File: src/rtl/nfrc_pkg.sv
// Shared constants, register codes and saturating arithmetic for the Newton root classifier.
package nfrc_pkg;

  localparam int MAX_ROOTS_DEF  = 5;
  localparam int FRAC_BITS_DEF  = 24;
  localparam int NUM_ROOT_REGS  = 5;
  localparam int CFG_IDX_W      = 3;
  localparam int CFG_DATA_W     = 64;
  localparam int COORD_W        = 32;
  localparam int ROOT_IDX_W     = 3;
  localparam int ITER_W         = 16;
  localparam int THRESH_W       = 63;

  localparam logic [CFG_IDX_W-1:0] REG_NUM_ROOTS = 3'd0;
  localparam logic [CFG_IDX_W-1:0] REG_MAX_ITER  = 3'd1;
  localparam logic [CFG_IDX_W-1:0] REG_THRESH_SQ = 3'd2;
  localparam logic [CFG_IDX_W-1:0] REG_ROOT_A    = 3'd3;

  localparam logic [2:0]          NUM_ROOTS_RST = 3'd5;
  localparam logic [ITER_W-1:0]   MAX_ITER_RST  = 16'd10;
  localparam logic [THRESH_W-1:0] THRESH_RST    = 63'd3;
  localparam logic [63:0] ROOT_A_RST = 64'h0100_0000_0000_0000;
  localparam logic [63:0] ROOT_B_RST = 64'h0000_0000_0100_0000;
  localparam logic [63:0] ROOT_C_RST = 64'hFF00_0000_0000_0000;
  localparam logic [63:0] ROOT_D_RST = 64'h0000_0000_FF00_0000;
  localparam logic [63:0] ROOT_E_RST = 64'h0000_0000_0000_0000;

  localparam logic signed [63:0] SMAX = 64'sh7FFF_FFFF_FFFF_FFFF;
  localparam logic signed [63:0] SMIN = 64'sh8000_0000_0000_0001;

  function automatic logic [63:0] mag64(input logic signed [63:0] v);
    return v[63] ? (~v + 64'd1) : v;
  endfunction

  function automatic logic signed [63:0] sat_add(input logic signed [63:0] a,
                                                 input logic signed [63:0] b);
    logic signed [64:0] s;
    s = 65'(a) + 65'(b);
    if (s > 65'(SMAX)) return SMAX;
    else if (s < 65'(SMIN)) return SMIN;
    else return $signed(s[63:0]);
  endfunction

endpackage

File: src/rtl/nfrc_mulq.sv
// Shared 64x64 signed fixed-point multiplier built from four 32x32 partial products.
module nfrc_mulq #(
  parameter int FRAC_BITS = nfrc_pkg::FRAC_BITS_DEF
) (
  input  logic               clk_i,
  input  logic               rst_ni,
  input  logic               start_i,
  input  logic signed [63:0] a_i,
  input  logic signed [63:0] b_i,
  output logic               done_o,
  output logic signed [63:0] q_o,
  output logic [63:0]        lo_o
);

  localparam int P = 2 * FRAC_BITS;
  localparam logic [63:0] SMAX_U = 64'h7FFF_FFFF_FFFF_FFFF;

  logic [63:0]  am_q, bm_q;
  logic         neg_q;
  logic [127:0] acc_q;
  logic [1:0]   cnt_q;
  logic         busy_q, done_q;

  logic [31:0]  a_half, b_half;
  logic [63:0]  pp;
  logic [127:0] pp_sh;
  logic [63:0]  rl, mag_sat;

  assign a_half = cnt_q[1] ? am_q[63:32] : am_q[31:0];
  assign b_half = cnt_q[0] ? bm_q[63:32] : bm_q[31:0];
  assign pp     = a_half * b_half;

  always_comb begin
    case (cnt_q)
      2'd0:    pp_sh = {64'd0, pp};
      2'd1:    pp_sh = {32'd0, pp, 32'd0};
      2'd2:    pp_sh = {32'd0, pp, 32'd0};
      default: pp_sh = {pp, 64'd0};
    endcase
  end

  assign rl      = acc_q[P+63:P];
  assign mag_sat = ((|acc_q[127:P+64]) || rl[63]) ? 64'(SMAX_U) : rl;
  assign q_o     = neg_q ? -$signed(mag_sat) : $signed(mag_sat);
  assign lo_o    = acc_q[63:0];
  assign done_o  = done_q;

  always_ff @(posedge clk_i or negedge rst_ni) begin
    if (!rst_ni) begin
      busy_q <= 1'b0;
      done_q <= 1'b0;
      cnt_q  <= 2'd0;
    end else if (start_i) begin
      busy_q <= 1'b1;
      done_q <= 1'b0;
      cnt_q  <= 2'd0;
    end else if (busy_q) begin
      cnt_q <= cnt_q + 2'd1;
      if (cnt_q == 2'd3) begin
        busy_q <= 1'b0;
        done_q <= 1'b1;
      end
    end else begin
      done_q <= 1'b0;
    end
  end

  always_ff @(posedge clk_i) begin
    if (start_i) begin
      am_q  <= nfrc_pkg::mag64(a_i);
      bm_q  <= nfrc_pkg::mag64(b_i);
      neg_q <= a_i[63] ^ b_i[63];
      acc_q <= '0;
    end else if (busy_q) begin
      acc_q <= acc_q + pp_sh;
    end
  end

endmodule

File: config.mk
export PLATFORM = sky130hd
export DESIGN_NAME = nfrc_mulq
export DESIGN_NICKNAME = d
export VERILOG_FILES = /design/src/rtl/nfrc_pkg.sv /design/src/rtl/nfrc_mulq.sv
export SDC_FILE = /design/constraint.sdc
export NUM_CORES = 2
export LEC_CHECK = 0
export ABC_AREA = 1
export BUFFER_PORTS_ARGS = -buffer_cell sky130_fd_sc_hd__buf_2
export CAP_MARGIN = 20
export CORE_UTILIZATION = 58
export CTS_BUF_LIST = sky130_fd_sc_hd__clkbuf_8
export CTS_CLUSTER_SIZE = 24
export DETAILED_ROUTE_END_ITERATION = 8
export HOLD_SLACK_MARGIN = 0.1
export PLACE_DENSITY = 0.86
export SYNTH_ARGS = -nofsm -noshare
export SYNTH_HDL_FRONTEND = slang
export SYNTH_SLANG_ARGS = --single-unit
File: constraint.sdc
create_clock -name clk_i -period 10.5 [get_ports clk_i]
set_input_delay 0 -clock clk_i [delete_from_list [all_inputs] [get_ports clk_i]]
set_output_delay 0 -clock clk_i [all_outputs]
set_load 0.005 [all_outputs]
==> summary.txt <==
Status - finished clean
Standard-cell row count - 117
Die area - 105000 µm²
Warnings from Yosys - 0
Avg Vias per Cell - 5.97
Critical Path Max Stage Delay - 0.54 ns
Syn avg cell area - 6.99 µm²
Clock root cell - sky130_fd_sc_hd__clkbuf_8
Synthesized area - 60300 µm²
Sort of element at the end of the critical path - register
Worst Setup EP - acc_q[82]
Final routed DRC violation total - 0
Via count of the first global-routing pass - 66072
Highest-count cells in the layout ignoring fill and taps - sky130_fd_sc_hd__nand2_1, sky130_fd_sc_hd__inv_1, sky130_fd_sc_hd__nor2_1
Global-route wire length before repair - 405 mm
Remaining Overflow, GRT - 0
Main flop type after synthesis - sky130_fd_sc_hd__edfxtp_1
# port buffers - 259
Number of clock sinks - 261
Final critical-path share of the clock period - 98.8%
Area grow syn2layout - 22.7%
Number of nets in the synthesized netlist - 10040
Internal reg-to-reg setup slack - 0.13 ns
Kind of cell with the highest combined delay on the critical path - adder cells
Critical Path Start Type - register
Clock edge transition at the registers on the reported setup and hold paths - 0.08 ns
Starting density of the core - 58.9%
Number of buffers created by CTS - 50
Number of buffers on the longest clock path - 3
Final setup violation count - 0
Final Net Count - 11158
Setup Skew - 0.0680 ns
Headroom to the max-slew limit - 24.4%
Post-layout min period - 10.37 ns
WS Path Type - register to register
Remaining antenna violation count after routing - 0
Fmax - 96.4 MHz
Global-route usage over all layers - 52.0%
Number of library cell types mapped by synthesis - 55
Number of storage elements in the synthesis netlist - 261
Max Slew Vio Count - 0
Routed WL - 280 mm
Cell occurring most often along the worst timing path - sky130_fd_sc_hd__fa_1
Buffer and inverter count on the worst path - 12
Share of layout cells above drive strength 1 - 17.1%
Number of enable-type register cells in the synthesized netlist - 129
Path type of the worst min-delay path - input port to register
Path length in cells of the critical path - 45
Detailed-route via count - 66532
Maximum fanout count along the critical path - 9
DRC marker count from the first detailed-route iteration - 9673
Max stage delay cell, worst path - sky130_fd_sc_hd__fa_1
Synth Instances - 8617
Worst Setup SP - cnt_q[0]
Die boundary height - 324 µm
H-tree levels - 2
Worst-skew pair later-pin latency - 0.78 ns
Number of antenna violations at the first check in global routing - 22
Most common library cell in the layout ignoring fill and taps - sky130_fd_sc_hd__nand2_1
Worst endpoint data arrival time - 11.00 ns
Transition time at the pin with the least slew margin - 1.13 ns
Maximum number of pins on one net before global-route repair - 81
RSZ-0062 raised after global routing - yes
Estimated wirelength of the detail-placed design - 229 mm
Req. time, crit path - 11.13 ns
Core box area - 102000 µm²
Share of flip-flops with an asynchronous set or reset after synthesis - 1.53%
Number of detailed-route iterations in the first pass - 8
Final hold viol count - 0
Chip width - 324 µm
Global placement routability congestion - 1.16
Worst hold-check slack - 0.151 ns
Reg-to-reg critical path startpoint - cnt_q[0]
Beginning of the worst hold path - b_i[63]
Count of filler cells inserted in the layout - 8228
Endpoint of the worst register-to-register path - acc_q[82]
Max Cap Violations - 0
Clock tree from TritonCTS - done
Detailed-route wire length per cell - 25.1 µm
Proportion of synthesized chip area in sequential cells - 10.8%
Depth of the worst register-to-register path - 45
Num ports - 260
==> kinds of logic after synthesis <==
family / synth area share (%)
DFF: 10.8
adders and majority gates: 38.0
and+or+nand+nor: 26.6
buffers and inverters: 12.8
AOI/OAI and AO/OA: 8.79
xor gates and xnor gates: 2.89
==> registers in the layout, indices dropped and copies added (netlist names) <==
signal and cells:
am_q 64, done_o 1, busy_q 1, bm_q 64
acc_q 128, cnt_q 2, neg_q 1
==> Yosys cell counts (27+ instances only) <==
cell type                     n  share of area [%]
sky130_fd_sc_hd__dfxtp_1    128                4.3
sky130_fd_sc_hd__nand3_1    257                2.1
sky130_fd_sc_hd__nand2_1   1838                 11
sky130_fd_sc_hd__edfxtp_1   129                6.4
sky130_fd_sc_hd__ha_1       395                8.2
sky130_fd_sc_hd__a21oi_1    400                3.3
sky130_fd_sc_hd__o21ai_0    361                3.0
sky130_fd_sc_hd__nor3_1      82               0.68
sky130_fd_sc_hd__nor2_2      39               0.40
sky130_fd_sc_hd__o21bai_1    46               0.57
sky130_fd_sc_hd__nand3b_1    32               0.40
sky130_fd_sc_hd__fa_1       897                 30
sky130_fd_sc_hd__nor2_1    1450                9.0
sky130_fd_sc_hd__inv_1     1637                 10
sky130_fd_sc_hd__nor4_1      27               0.28
sky130_fd_sc_hd__o21ai_1     51               0.42
sky130_fd_sc_hd__xnor2_1     84                1.2
sky130_fd_sc_hd__clkbuf_1   209                1.3
sky130_fd_sc_hd__or2_2       69               0.72
sky130_fd_sc_hd__nand4_1     44               0.46
sky130_fd_sc_hd__clkinv_1    31               0.19
sky130_fd_sc_hd__buf_4       67               0.83
sky130_fd_sc_hd__o22ai_1     43               0.45
sky130_fd_sc_hd__xor2_1     115                1.7
==> tightest hold or removal path: cells and delay by family <==
kind	cells	cell delay [ns]
buffers and inverters	1	0.41
AND/OR/NAND/NOR	1	0.21
XOR/XNOR	1	0.07
==> per-stage QoR <==
step	TNS [ns]	instances	utilization, %	worst slack, ns	cell area [µm²]
2_1_floorplan	0	8617	-	1.48	60300
3_5_place_dp	-4.54	10772	67.2	-0.516	68800
4_1_cts	0	11109	70.8	0.0344	72400
3_3_place_gp	-1.80	10772	67.2	-0.389	68800
6_report	0	11152	72.3	0.127	73900
5_1_grt	-3.33	11144	72.2	-0.150	73900
==> timing repair <==
| action | CTS | global route |
|---|---|---|
| hold endpoints to repair | 211 | 0 |
| setup endpoints to repair | 42 | 93 |
| pin swaps | 1 | 16 |
| hold buffers | 248 | 0 |
| gates cloned | 0 | 7 |
| buffers inserted | 0 | 24 |
| resized for setup | 16 | 331 |
==> layout make-up <==
cell class                      instances  area, µm²  share of cell area [%]
Tap cell                             1368       1710                    2.31
Antenna cell                           12       30.0                  0.0406
Multi-Input combinational cell       6378      47300                    63.9
Inverter                             1680       6330                    8.57
Clock inverter                         28        274                   0.371
Timing Repair inverter                  2       15.0                  0.0203
Sequential cell                       261       6540                    8.84
Timing Repair Buffer                 1362      10900                    14.8
Clock buffer                           61        840                    1.14
==> worst min path at each step <==
stage          slack, ns  depth (start not counted)       end
5_1_grt             0.17                          3  bm_q[25]
2_1_floorplan      -0.30                          0    busy_q
4_1_cts             0.11                          3  bm_q[25]
6_report            0.15                          3  bm_q[25]
3_5_place_dp       -0.07                          1    done_o
3_3_place_gp       -0.07                          1    done_o
==> metal layers <==
layer	vias up	share of wire, %	wire length, µm	GRT usage [%]
met5	-	0.10	291	0.815
met4	26	8.1	22600	31.9
met3	1465	17	47900	23.5
met2	5298	39	110000	72.7
met1	31248	35	98800	65.1
li1	28495	-	-	-
Power is not shown: default switching activity piles up to over one toggle a cycle in this logic, so the estimate is an artifact.
